[config.mk]
export PLATFORM = sky130hd
export DESIGN_NAME = direct_beam_attenuation_core_flat
export DESIGN_NICKNAME = d
export VERILOG_FILES = /design/src/rtl/dba_pkg.sv /design/src/rtl/dba_if.sv /design/src/rtl/direct_beam_attenuation_core.sv /design/src/rtl/dba_div.sv /design/src/rtl/dba_ctrl.sv /design/src/rtl/dba_dp.sv /design/src/flat_wrapper.sv
export SDC_FILE = /design/constraint.sdc
export NUM_CORES = 2
export LEC_CHECK = 0
export BUFFER_PORTS_ARGS = -buffer_cell sky130_fd_sc_hd__clkbuf_2
export CORE_MARGIN = 2
export CORE_UTILIZATION = 35
export DETAILED_ROUTE_END_ITERATION = 8
export PLACE_DENSITY = 0.58
export SYNTH_ARGS = -nofsm -noshare
export SYNTH_HDL_FRONTEND = slang
export SYNTH_SLANG_ARGS = --single-unit
[constraint.sdc]
create_clock -name clk_i -period 21.2 [get_ports clk_i]
set_input_delay 1.06 -clock clk_i [delete_from_list [all_inputs] [get_ports clk_i]]
set_output_delay 1.06 -clock clk_i [all_outputs]
set_load 0.1 [all_outputs]
[src/rtl/dba_pkg.sv]
// ----------------------------------------------------------------------------
// dba_pkg
// Shared types and constants of the direct beam attenuation core.
// ----------------------------------------------------------------------------
package dba_pkg;

  localparam int unsigned TauW        = 24;
  localparam int unsigned CosW        = 16;
  localparam int unsigned FluxW       = 32;
  localparam int unsigned TauFracBits = 16;
  localparam int unsigned ArgFrac     = 16;
  localparam int unsigned ArgLimit    = 23;
  localparam int unsigned SeriesTerms = 11;
  localparam int unsigned DivW        = TauW + 31;
  localparam int unsigned DivorW      = 15;
  localparam int unsigned TW          = 33;
  localparam int unsigned SumW        = 35;
  localparam int unsigned ProdW       = 2 * TW;
  localparam int unsigned RecipW      = 37;
  localparam int unsigned RecipLoW    = 18;

  typedef enum logic [4:0] {
    SIdle, STopMul, STopWr, SEmitTop, SLayer, SDivRun, SSerInit, SSerMul,
    SSerDiv, SSerRun, SSerTake, SSerEnd, SPow, SPowWr, SFinMul, SFinWr, SEmitFin
  } dba_state_e;

  typedef enum logic [4:0] {
    OpNone, OpLoad, OpTopMul, OpTopWr, OpEmitTop, OpZeroFlux, OpDivStart,
    OpDivTake, OpTZero, OpSerInit, OpSerMul, OpSerDiv, OpSerHi, OpSerTake, OpSerEnd,
    OpPowMul, OpPowWr, OpFinMul, OpFinWr, OpEmitFin
  } dba_op_e;

  typedef struct packed {
    dba_op_e op;
  } dba_cmd_t;

  typedef struct packed {
    logic in_first;
    logic below;
    logic div_done;
    logic n_big;
    logic n_zero;
    logic k_last;
    logic phase_frac;
    logic out_free;
  } dba_status_t;

endpackage

[src/rtl/dba_if.sv]
// ----------------------------------------------------------------------------
// dba_in_if / dba_out_if
// Valid/ready channels carrying layer items and level results.
// ----------------------------------------------------------------------------
interface dba_in_if;
  logic               valid;
  logic               ready;
  logic [23:0]        optical_depth;
  logic signed [15:0] cos_zenith;
  logic [31:0]        incident_flux;
  logic               first_layer;
  modport source (output valid, optical_depth, cos_zenith, incident_flux, first_layer,
                  input ready);
  modport sink (input valid, optical_depth, cos_zenith, incident_flux, first_layer,
                output ready);
endinterface

interface dba_out_if;
  logic        valid;
  logic        ready;
  logic [31:0] level_flux;
  logic        last_of_run;
  modport source (output valid, level_flux, last_of_run, input ready);
  modport sink (input valid, level_flux, last_of_run, output ready);
endinterface

[src/rtl/direct_beam_attenuation_core.sv]
// ----------------------------------------------------------------------------
// direct_beam_attenuation_core
// Beer-Lambert attenuation of the direct solar beam through a layer stack.
// ----------------------------------------------------------------------------
// Usage: send one transaction per layer on in_i, top layer first, with
// first_layer set on the top layer of each column; that transaction also
// carries cos_zenith and incident_flux. A first-layer transaction yields two
// results on out_o (top level, then below the layer, last_of_run set); any
// other transaction yields one result with last_of_run set.
// Timing: one layer at a time; in_i is ready only while idle. With the sun up
// a layer is accepted and started, then tau/cos runs through the serial
// divider; n is the integer part of tau/cos (0 to 22). Two 11-term series
// for exp(-1) and exp(-frac) follow, one term at a time on the shared
// multiplier, then powering multiplies in exp(-1) n times and the final
// scaling closes the layer. An exponent of 23 or more skips the series. A
// sun at or below the horizon gives zero flux; a first layer adds the top level.
// Reset: column closed, sun below horizon, running flux zero; layers before
// the first column give zero flux.
// Stall: results sit in an output register; the core keeps computing and
// holds only when the next result is ready and the register is still full.
// ----------------------------------------------------------------------------
module direct_beam_attenuation_core (
  input  logic     clk_i,
  input  logic     rst_ni,
  dba_in_if.sink   in_i,
  dba_out_if.source out_o
);
  import dba_pkg::*;

  dba_cmd_t    cmd;
  dba_status_t st;

  dba_ctrl u_ctrl (
    .clk_i     (clk_i),
    .rst_ni    (rst_ni),
    .in_valid_i(in_i.valid),
    .in_ready_o(in_i.ready),
    .cmd_o     (cmd),
    .st_i      (st)
  );

  dba_dp u_dp (
    .clk_i      (clk_i),
    .rst_ni     (rst_ni),
    .cmd_i      (cmd),
    .st_o       (st),
    .in_tau_i   (in_i.optical_depth),
    .in_cos_i   (in_i.cos_zenith),
    .in_inc_i   (in_i.incident_flux),
    .in_first_i (in_i.first_layer),
    .out_valid_o(out_o.valid),
    .out_ready_i(out_o.ready),
    .out_flux_o (out_o.level_flux),
    .out_last_o (out_o.last_of_run)
  );
endmodule

[src/rtl/dba_div.sv]
// ----------------------------------------------------------------------------
// dba_div
// Restoring serial divider, one quotient bit per cycle.
// ----------------------------------------------------------------------------
module dba_div (
  input  logic                       clk_i,
  input  logic                       rst_ni,
  input  logic                       start_i,
  input  logic [dba_pkg::DivW-1:0]   dividend_i,
  input  logic [dba_pkg::DivorW-1:0] divisor_i,
  output logic                       busy_o,
  output logic                       done_o,
  output logic [dba_pkg::DivW-1:0]   quotient_o
);
  import dba_pkg::*;

  localparam int unsigned CntW = $clog2(DivW + 1);

  logic [DivW-1:0]   quo_q;
  logic [DivorW-1:0] rem_q, dvs_q;
  logic [CntW-1:0]   cnt_q;
  logic              busy_q, done_q;
  logic [DivorW:0]   trial, diff;
  logic              ge;

  assign trial = {rem_q, quo_q[DivW-1]};
  assign ge    = trial >= {1'b0, dvs_q};
  assign diff  = trial - {1'b0, dvs_q};

  always_ff @(posedge clk_i or negedge rst_ni) begin
    if (!rst_ni) begin
      busy_q <= 1'b0;
      done_q <= 1'b0;
      cnt_q  <= '0;
    end else begin
      done_q <= busy_q && !start_i && (cnt_q == CntW'(1));
      if (start_i) begin
        busy_q <= 1'b1;
        cnt_q  <= CntW'(DivW);
      end else if (busy_q) begin
        cnt_q <= cnt_q - 1'b1;
        if (cnt_q == CntW'(1)) begin
          busy_q <= 1'b0;
        end
      end
    end
  end

  always_ff @(posedge clk_i) begin
    if (start_i) begin
      rem_q <= '0;
      dvs_q <= divisor_i;
      quo_q <= dividend_i;
    end else if (busy_q) begin
      rem_q <= ge ? diff[DivorW-1:0] : trial[DivorW-1:0];
      quo_q <= {quo_q[DivW-2:0], ge};
    end
  end

  assign busy_o     = busy_q;
  assign done_o     = done_q;
  assign quotient_o = quo_q;
endmodule

[src/rtl/dba_ctrl.sv]
// ----------------------------------------------------------------------------
// dba_ctrl
// Sequencer: steps each layer through divide, series, powering and scaling.
// ----------------------------------------------------------------------------
module dba_ctrl (
  input  logic                 clk_i,
  input  logic                 rst_ni,
  input  logic                 in_valid_i,
  output logic                 in_ready_o,
  output dba_pkg::dba_cmd_t    cmd_o,
  input  dba_pkg::dba_status_t st_i
);
  import dba_pkg::*;

  dba_state_e state_q, state_d;

  always_ff @(posedge clk_i or negedge rst_ni) begin
    if (!rst_ni) begin
      state_q <= SIdle;
    end else begin
      state_q <= state_d;
    end
  end

  always_comb begin
    state_d    = state_q;
    cmd_o.op   = OpNone;
    in_ready_o = 1'b0;
    unique case (state_q)
      SIdle: begin
        in_ready_o = 1'b1;
        if (in_valid_i) begin
          cmd_o.op = OpLoad;
          state_d  = st_i.in_first ? STopMul : SLayer;
        end
      end
      STopMul: begin
        cmd_o.op = OpTopMul;
        state_d  = STopWr;
      end
      STopWr: begin
        cmd_o.op = OpTopWr;
        state_d  = SEmitTop;
      end
      SEmitTop: begin
        if (st_i.out_free) begin
          cmd_o.op = OpEmitTop;
          state_d  = SLayer;
        end
      end
      SLayer: begin
        if (st_i.below) begin
          cmd_o.op = OpZeroFlux;
          state_d  = SEmitFin;
        end else begin
          cmd_o.op = OpDivStart;
          state_d  = SDivRun;
        end
      end
      SDivRun: begin
        if (st_i.div_done) begin
          if (st_i.n_big) begin
            cmd_o.op = OpTZero;
            state_d  = SFinMul;
          end else begin
            cmd_o.op = OpDivTake;
            state_d  = SSerInit;
          end
        end
      end
      SSerInit: begin
        cmd_o.op = OpSerInit;
        state_d  = SSerMul;
      end
      SSerMul: begin
        cmd_o.op = OpSerMul;
        state_d  = SSerDiv;
      end
      SSerDiv: begin
        cmd_o.op = OpSerDiv;
        state_d  = SSerRun;
      end
      SSerRun: begin
        cmd_o.op = OpSerHi;
        state_d  = SSerTake;
      end
      SSerTake: begin
        cmd_o.op = OpSerTake;
        state_d  = st_i.k_last ? SSerEnd : SSerMul;
      end
      SSerEnd: begin
        cmd_o.op = OpSerEnd;
        state_d  = st_i.phase_frac ? SPow : SSerInit;
      end
      SPow: begin
        if (st_i.n_zero) begin
          state_d = SFinMul;
        end else begin
          cmd_o.op = OpPowMul;
          state_d  = SPowWr;
        end
      end
      SPowWr: begin
        cmd_o.op = OpPowWr;
        state_d  = SPow;
      end
      SFinMul: begin
        cmd_o.op = OpFinMul;
        state_d  = SFinWr;
      end
      SFinWr: begin
        cmd_o.op = OpFinWr;
        state_d  = SEmitFin;
      end
      SEmitFin: begin
        if (st_i.out_free) begin
          cmd_o.op = OpEmitFin;
          state_d  = SIdle;
        end
      end
      default: state_d = SIdle;
    endcase
  end
endmodule

[src/rtl/dba_dp.sv]
// ----------------------------------------------------------------------------
// dba_dp
// Datapath: column state, shared multiplier, serial divider, output register.
// ----------------------------------------------------------------------------
module dba_dp (
  input  logic                        clk_i,
  input  logic                        rst_ni,
  input  dba_pkg::dba_cmd_t           cmd_i,
  output dba_pkg::dba_status_t        st_o,
  input  logic [dba_pkg::TauW-1:0]    in_tau_i,
  input  logic signed [dba_pkg::CosW-1:0] in_cos_i,
  input  logic [dba_pkg::FluxW-1:0]   in_inc_i,
  input  logic                        in_first_i,
  output logic                        out_valid_o,
  input  logic                        out_ready_i,
  output logic [dba_pkg::FluxW-1:0]   out_flux_o,
  output logic                        out_last_o
);
  import dba_pkg::*;

  localparam logic [TW-1:0]   OneQ32 = TW'(1) << 32;
  localparam logic [DivW-1:0] NLimit = DivW'(ArgLimit) << (TauFracBits + ArgFrac);
  localparam logic [ArgFrac:0] GOne  = (ArgFrac + 1)'(1) << ArgFrac;

  // column state
  logic [FluxW-1:0] flux_q;
  logic [CosW-1:0]  cos_q;
  logic             below_q;
  logic             out_valid_q, out_last_q;
  logic [FluxW-1:0] out_flux_q;
  // work registers
  logic [TauW-1:0]    tau_q;
  logic [FluxW-1:0]   inc_q;
  logic [TW-1:0]      e1_q, t_q, term_q;
  logic [ArgFrac:0]   g_q;
  logic [ArgFrac-1:0] f_q;
  logic [4:0]         n_q;
  logic [3:0]         k_q;
  logic               phase_q;
  logic [SumW-1:0]    even_q, odd_q, sum_diff;
  logic [ProdW-1:0]   prod_q, prod_rnd;
  logic [TW-1:0]      mul_a, mul_b, ser_res;
  logic               out_free;
  // divide by term index: reciprocal multiply in two partial products
  logic [TW-1:0]      xk_q, lo_q, recip_quot;
  logic [RecipW-1:0]  recip;
  logic [ProdW-1:0]   recip_sum;
  // divider
  logic               div_start, div_busy, div_done;
  logic [DivW-1:0]    div_dividend, div_q;
  logic [DivorW-1:0]  div_divisor;

  dba_div u_div (
    .clk_i     (clk_i),
    .rst_ni    (rst_ni),
    .start_i   (div_start),
    .dividend_i(div_dividend),
    .divisor_i (div_divisor),
    .busy_o    (div_busy),
    .done_o    (div_done),
    .quotient_o(div_q)
  );

  assign div_start    = (cmd_i.op == OpDivStart);
  assign div_dividend = {tau_q, 31'd0};
  assign div_divisor  = cos_q[DivorW-1:0];

  // ceil(2^36 / k), exact floor division for dividends up to 2^32
  always_comb begin
    unique case (k_q)
      4'd1:    recip = 37'd68719476736;
      4'd2:    recip = 37'd34359738368;
      4'd3:    recip = 37'd22906492246;
      4'd4:    recip = 37'd17179869184;
      4'd5:    recip = 37'd13743895348;
      4'd6:    recip = 37'd11453246123;
      4'd7:    recip = 37'd9817068106;
      4'd8:    recip = 37'd8589934592;
      4'd9:    recip = 37'd7635497416;
      4'd10:   recip = 37'd6871947674;
      4'd11:   recip = 37'd6247225158;
      default: recip = '0;
    endcase
  end

  assign recip_sum  = prod_q + ProdW'(lo_q);
  assign recip_quot = recip_sum[RecipLoW +: TW];

  always_comb begin
    unique case (cmd_i.op)
      OpTopMul: begin
        mul_a = TW'(inc_q);
        mul_b = TW'(cos_q[DivorW-1:0]);
      end
      OpSerMul: begin
        mul_a = term_q;
        mul_b = TW'(g_q);
      end
      OpSerDiv: begin
        mul_a = prod_q[ArgFrac +: TW];
        mul_b = TW'(recip[RecipLoW-1:0]);
      end
      OpSerHi: begin
        mul_a = xk_q;
        mul_b = TW'(recip[RecipW-1:RecipLoW]);
      end
      OpPowMul: begin
        mul_a = t_q;
        mul_b = e1_q;
      end
      default: begin
        mul_a = TW'(flux_q);
        mul_b = t_q;
      end
    endcase
  end

  assign prod_rnd = prod_q + (ProdW'(1) << 31);
  assign sum_diff = even_q - odd_q;
  always_comb begin
    if (odd_q > even_q) begin
      ser_res = '0;
    end else if (sum_diff > SumW'(OneQ32)) begin
      ser_res = OneQ32;
    end else begin
      ser_res = sum_diff[TW-1:0];
    end
  end

  assign out_free = !out_valid_q || out_ready_i;

  always_ff @(posedge clk_i or negedge rst_ni) begin
    if (!rst_ni) begin
      flux_q      <= '0;
      cos_q       <= '0;
      below_q     <= 1'b1;
      out_valid_q <= 1'b0;
    end else begin
      if (cmd_i.op == OpEmitTop || cmd_i.op == OpEmitFin) begin
        out_valid_q <= 1'b1;
      end else if (out_ready_i) begin
        out_valid_q <= 1'b0;
      end
      unique case (cmd_i.op)
        OpLoad: begin
          if (in_first_i) begin
            cos_q   <= in_cos_i;
            below_q <= (in_cos_i == '0) || in_cos_i[CosW-1];
          end
        end
        OpTopWr: begin
          flux_q <= below_q ? '0 : FluxW'((prod_q + (ProdW'(1) << 14)) >> 15);
        end
        OpZeroFlux: flux_q <= '0;
        OpFinWr:    flux_q <= prod_rnd[32 +: FluxW];
        default: ;
      endcase
    end
  end

  always_ff @(posedge clk_i) begin
    unique case (cmd_i.op)
      OpLoad: begin
        tau_q <= in_tau_i;
        inc_q <= in_inc_i;
      end
      OpTopMul, OpSerMul, OpPowMul, OpFinMul: prod_q <= mul_a * mul_b;
      OpSerDiv: begin
        prod_q <= mul_a * mul_b;
        xk_q   <= prod_q[ArgFrac +: TW];
      end
      OpSerHi: begin
        prod_q <= mul_a * mul_b;
        lo_q   <= prod_q[RecipLoW +: TW];
      end
      OpEmitTop: begin
        out_flux_q <= flux_q;
        out_last_q <= 1'b0;
      end
      OpEmitFin: begin
        out_flux_q <= flux_q;
        out_last_q <= 1'b1;
      end
      OpTZero: t_q <= '0;
      OpDivTake: begin
        f_q     <= div_q[TauFracBits +: ArgFrac];
        n_q     <= div_q[TauFracBits + ArgFrac +: 5];
        g_q     <= GOne;
        phase_q <= 1'b0;
      end
      OpSerInit: begin
        term_q <= OneQ32;
        even_q <= SumW'(OneQ32);
        odd_q  <= '0;
        k_q    <= 4'd1;
      end
      OpSerTake: begin
        term_q <= recip_quot;
        if (k_q[0]) begin
          odd_q <= odd_q + SumW'(recip_quot);
        end else begin
          even_q <= even_q + SumW'(recip_quot);
        end
        k_q <= k_q + 1'b1;
      end
      OpSerEnd: begin
        if (!phase_q) begin
          e1_q    <= ser_res;
          g_q     <= {1'b0, f_q};
          phase_q <= 1'b1;
        end else begin
          t_q <= ser_res;
        end
      end
      OpPowWr: begin
        t_q <= prod_rnd[32 +: TW];
        n_q <= n_q - 1'b1;
      end
      default: ;
    endcase
  end

  assign st_o.in_first   = in_first_i;
  assign st_o.below      = below_q;
  assign st_o.div_done   = div_done;
  assign st_o.n_big      = div_q >= NLimit;
  assign st_o.n_zero     = (n_q == '0);
  assign st_o.k_last     = (k_q == 4'(SeriesTerms));
  assign st_o.phase_frac = phase_q;
  assign st_o.out_free   = out_free;

  assign out_valid_o = out_valid_q;
  assign out_flux_o  = out_flux_q;
  assign out_last_o  = out_last_q;

  a_emit_free: assert property (@(posedge clk_i) disable iff (!rst_ni)
    (cmd_i.op == OpEmitTop || cmd_i.op == OpEmitFin) |-> out_free)
    else $error("result written over a pending result");
  a_div_idle: assert property (@(posedge clk_i) disable iff (!rst_ni)
    div_start |-> !div_busy)
    else $error("divider restarted while busy");
  a_take_done: assert property (@(posedge clk_i) disable iff (!rst_ni)
    (cmd_i.op == OpDivTake) |-> div_done)
    else $error("quotient taken before divider finished");
  a_below_zero: assert property (@(posedge clk_i) disable iff (!rst_ni)
    (cmd_i.op == OpEmitFin && below_q) |-> flux_q == '0)
    else $error("nonzero flux emitted with sun below horizon");
endmodule

[src/flat_wrapper.sv]
// flat-port wrapper written by rule: the top's interface ports become plain ports
module direct_beam_attenuation_core_flat import dba_pkg::*;
  (clk_i, rst_ni, in_i_valid, in_i_optical_depth, in_i_cos_zenith, in_i_incident_flux, in_i_first_layer, in_i_ready, out_o_valid, out_o_level_flux, out_o_last_of_run, out_o_ready);
  dba_in_if in_i_i ();
  dba_out_if out_o_i ();
  input  logic clk_i;
  input  logic rst_ni;
  input wire logic [$bits(in_i_i.valid)-1:0] in_i_valid;
  input wire logic [$bits(in_i_i.optical_depth)-1:0] in_i_optical_depth;
  input wire logic [$bits(in_i_i.cos_zenith)-1:0] in_i_cos_zenith;
  input wire logic [$bits(in_i_i.incident_flux)-1:0] in_i_incident_flux;
  input wire logic [$bits(in_i_i.first_layer)-1:0] in_i_first_layer;
  output wire logic [$bits(in_i_i.ready)-1:0] in_i_ready;
  output wire logic [$bits(out_o_i.valid)-1:0] out_o_valid;
  output wire logic [$bits(out_o_i.level_flux)-1:0] out_o_level_flux;
  output wire logic [$bits(out_o_i.last_of_run)-1:0] out_o_last_of_run;
  input wire logic [$bits(out_o_i.ready)-1:0] out_o_ready;
  assign in_i_i.valid = in_i_valid;
  assign in_i_i.optical_depth = in_i_optical_depth;
  assign in_i_i.cos_zenith = in_i_cos_zenith;
  assign in_i_i.incident_flux = in_i_incident_flux;
  assign in_i_i.first_layer = in_i_first_layer;
  assign in_i_ready = in_i_i.ready;
  assign out_o_valid = out_o_i.valid;
  assign out_o_level_flux = out_o_i.level_flux;
  assign out_o_last_of_run = out_o_i.last_of_run;
  assign out_o_i.ready = out_o_ready;
  direct_beam_attenuation_core u_core (.clk_i(clk_i), .rst_ni(rst_ni), .in_i(in_i_i), .out_o(out_o_i));
endmodule
==> flow_summary.yaml <==
drt:
  dr.pass1.iters: 9
  vias_per_cell: 5.34
  drtAntennaViolNets: 0
  initialDrtViolationCount: 4921
  wl_per_cell_um: 23.5
  drc: 5
  vias: 50500
  wirelength_um: 222000
floorplan:
  dieWidth_um: 438
  start_util_pct: 35.1
  die_h_um: 438
  core_area_um2: 187000
  die-area_um2: 192000
  row_count: 159
  io_pins: 112
grt:
  antenna_found_initial: 3
  grt_pass1_wl_um: 331000
  grt_max_degree: 75
  grt_overflow: 0
  grt_pass1_vias: 51200
  grtUsageTotal_pct: 23.2
logic_synthesis:
  syn-cell-area_um2: 65800
  postSynthAreaPerCell_um2: 9.49
  ys_seq_area_share_pct: 26.0
  async_reset_ff_share_pct: 10.2
  ys.flop_type: "edfxtp_1"
  yosys_register_bits: 605
  synth_edf_count: 471
  yosys_warnings: 0
  synth_cells: 6934
  synth_nets: 8390
  synth_cell_types: 94
critical_path:
  reg2regPathDepth: 38
  worst-r2r-setup-slack_ns: 9.10
  cp_common_cell: "fa_1"
  critPathSlowestCell: "nor2_2"
  start_kind: "flop"
  crit_arrival_ns: 12.53
  slowest_delay_ns: 0.92
  r2r-end: "u_core.u_dp.prod_q[64]"
  crit_fanout: 65
  endpoint_kind: "flop"
  startpoint: "u_core.u_ctrl.state_q[3]"
  r2r_start: "u_core.u_ctrl.state_q[3]"
  cp.required_ns: 21.63
  crit_type: "flop to flop"
cts:
  post-cts-setup-buffers: 0
  ctsHtreeMaxLevel: 3
  cts_resized: 0
  clkLatencyLatePin_ns: 0.68
  clockRootBuffer: "clkbuf_16"
  clkSlewWorstSetupHoldPaths_ns: 0.07
  cts_buffers: 71
  cts_max_path_buffers: 3
  cts_tree: "built"
  cts_sinks: 605
  holdBufCountCts: 0
layout:
  stdcell_area_um2: 71800
  utilization_pct: 38.3
  area_growth_pct: 9.03
  fin_nets: 8359
  layout-drive-gt1-share_pct: 7.00
timing:
  min_period_over_period_pct: 57.1
  hold_viol_final: 0
  rsz0062_at_grt: "no"
  max-slew-margin-rel_pct: 9.12
  finClkSkew_ns: 0.0546
  maxSlewViolCount: 0
  fin_tns_setup_ns: 0
  setup_viol: 0
  worst_slack_ns: 9.10
  tightest_slew_ns: 1.36
  fmax_mhz: 82.6
  fin_crit_ns: 12.10
run:
  drv_cap: 0
worst_hold_path:
  hold_class: "input port to asynchronous set/reset pin"
outcome:
  violations: "design-rule violations"
  status: "finished with violations"
placed_design:
  place_area_um2: 69300
  post-place-ws_ns: 9.30
  port_buffers: 111
  routabilityCongestion: 0.976
  dp_hpwl_um: 172000
==> worst max-delay path: cells and delay by family (launching register included) <==
kind / cells / cell delay [ns]
compound gates: 8 / 1.97
xor+xnor: 1 / 0.14
fa+ha+maj: 9 / 4.38
buf+inv: 9 / 1.45
flops: 1 / 0.87
simple gates: 11 / 2.96
==> metal layers <==
| layer | global-route usage (%) | vias up | wire [um] |
|---|---|---|---|
| met3 | 4.49 | 426 | 19500 |
| met4 | 10.7 | 2 | 11700 |
| li1 | - | 22200 | - |
| met1 | 31.6 | 25700 | 92900 |
| met2 | 35.5 | 2216 | 97700 |
| met5 | 0 | - | 11 |
==> area by class of cell <==
type                    instances  area, um2
repair buffers                230       1450
fillers                     18800     116000
flip-flops and latches        605      17100
diodes                          1       2.50
clock buffers                  98       2060
well taps                    2495       3120
clock inverters                32        435
multi-input cells            4862      43300
inverters                    1133       4250
==> flip-flops by register name, indices dropped and copies added (netlist names), 16 cells and up <==
register	count
u_core.u_dp.t_q	33
u_core.u_dp.prod_q	65
u_core.u_dp.xk_q	33
u_core.u_dp.lo_q	33
u_core.u_dp.g_q	17
u_core.u_dp.u_div.quotient_o	55
u_core.u_dp.even_q	35
u_core.u_dp.recip	26
u_core.u_dp.term_q	33
u_core.u_dp.f_q	16
u_core.u_dp.flux_q	32
u_core.u_dp.odd_q	35
u_core.u_dp.inc_q	32
u_core.u_dp.out_flux_o	32
u_core.u_dp.e1_q	33
u_core.u_dp.tau_q	24
==> Yosys cell counts, types with 19 or more instances <==
master | instances | share of area, %
dfxtp_1 | 72 | 2.2
edfxtp_1 | 471 | 21
and2_1 | 73 | 0.69
o21a_1 | 52 | 0.59
nand2_1 | 909 | 5.2
nor4_1 | 19 | 0.18
nor2_1 | 854 | 4.9
clkbuf_1 | 273 | 1.6
a21o_1 | 118 | 1.3
dfrtp_1 | 61 | 2.3
a21oi_1 | 178 | 1.4
a22oi_1 | 116 | 1.3
a211oi_1 | 55 | 0.63
nand4_1 | 38 | 0.36
nand2b_1 | 38 | 0.36
buf_1 | 29 | 0.17
or2_2 | 51 | 0.48
nand3_1 | 101 | 0.77
mux2_2 | 19 | 0.33
xnor2_1 | 142 | 1.9
a31oi_1 | 30 | 0.29
nor3_1 | 69 | 0.52
ha_1 | 418 | 7.9
inv_1 | 1132 | 6.5
xor2_1 | 113 | 1.5
and3_1 | 41 | 0.39
mux2i_1 | 38 | 0.58
o21ai_1 | 22 | 0.17
nor2b_1 | 26 | 0.25
buf_2 | 32 | 0.24
o21ai_0 | 121 | 0.92
fa_1 | 961 | 29
==> how the worst max path moves through the flow <==
stage,endpoint,slack (ns),depth (start not counted)
detailed placement,u_core.u_dp.prod_q[64],9.30,38
CTS,u_core.u_dp.prod_q[64],9.25,38
floorplan,u_core.u_dp.prod_q[0],9.26,4
global route,u_core.u_dp.prod_q[64],8.56,38
global placement,u_core.u_dp.prod_q[64],9.45,38
finish,u_core.u_dp.prod_q[64],9.10,38
==> cell usage in the layout, fill, tap and decap left out, drive strengths merged, types with 61 or more instances in the layout <==
cell type and instances:
nand2 910, nor2 854, dfxtp 72, nand3 101, xnor2 142, inv 1137
nor3 70, o21ai 144, a22oi 116, edfxtp 471, a21o 119, buf 120
dfrtp 61, xor2 113, ha 418, clkbuf 208, fa 961, and2 73
a21oi 180
==> per-stage QoR <==
| stage | hold slack [ns] | cells |
|---|---|---|
| 2_1_floorplan | 0.425 | 6934 |
| 3_3_place_gp | 0.431 | 9325 |
| 3_5_place_dp | 0.442 | 9325 |
| 4_1_cts | 0.273 | 9455 |
| 5_1_grt | 0.310 | 9455 |
| 6_report | 0.307 | 9456 |
==> kinds of logic after synthesis <==
| kind of cell | count (synthesis) | synth area share, % |
|---|---|---|
| adder cells (fa/ha/maj) | 1379 | 37.2 |
| multiplexers | 57 | 0.903 |
| AND/OR/NAND/NOR | 2273 | 14.7 |
| buffers and inverters | 1467 | 8.43 |
| XOR/XNOR | 255 | 3.39 |
| flip-flops | 605 | 26.0 |
| AO/OA/AOI/OAI | 898 | 9.36 |
Power is not shown: default switching activity piles up to over one toggle a cycle in this logic, so the estimate is an artifact.
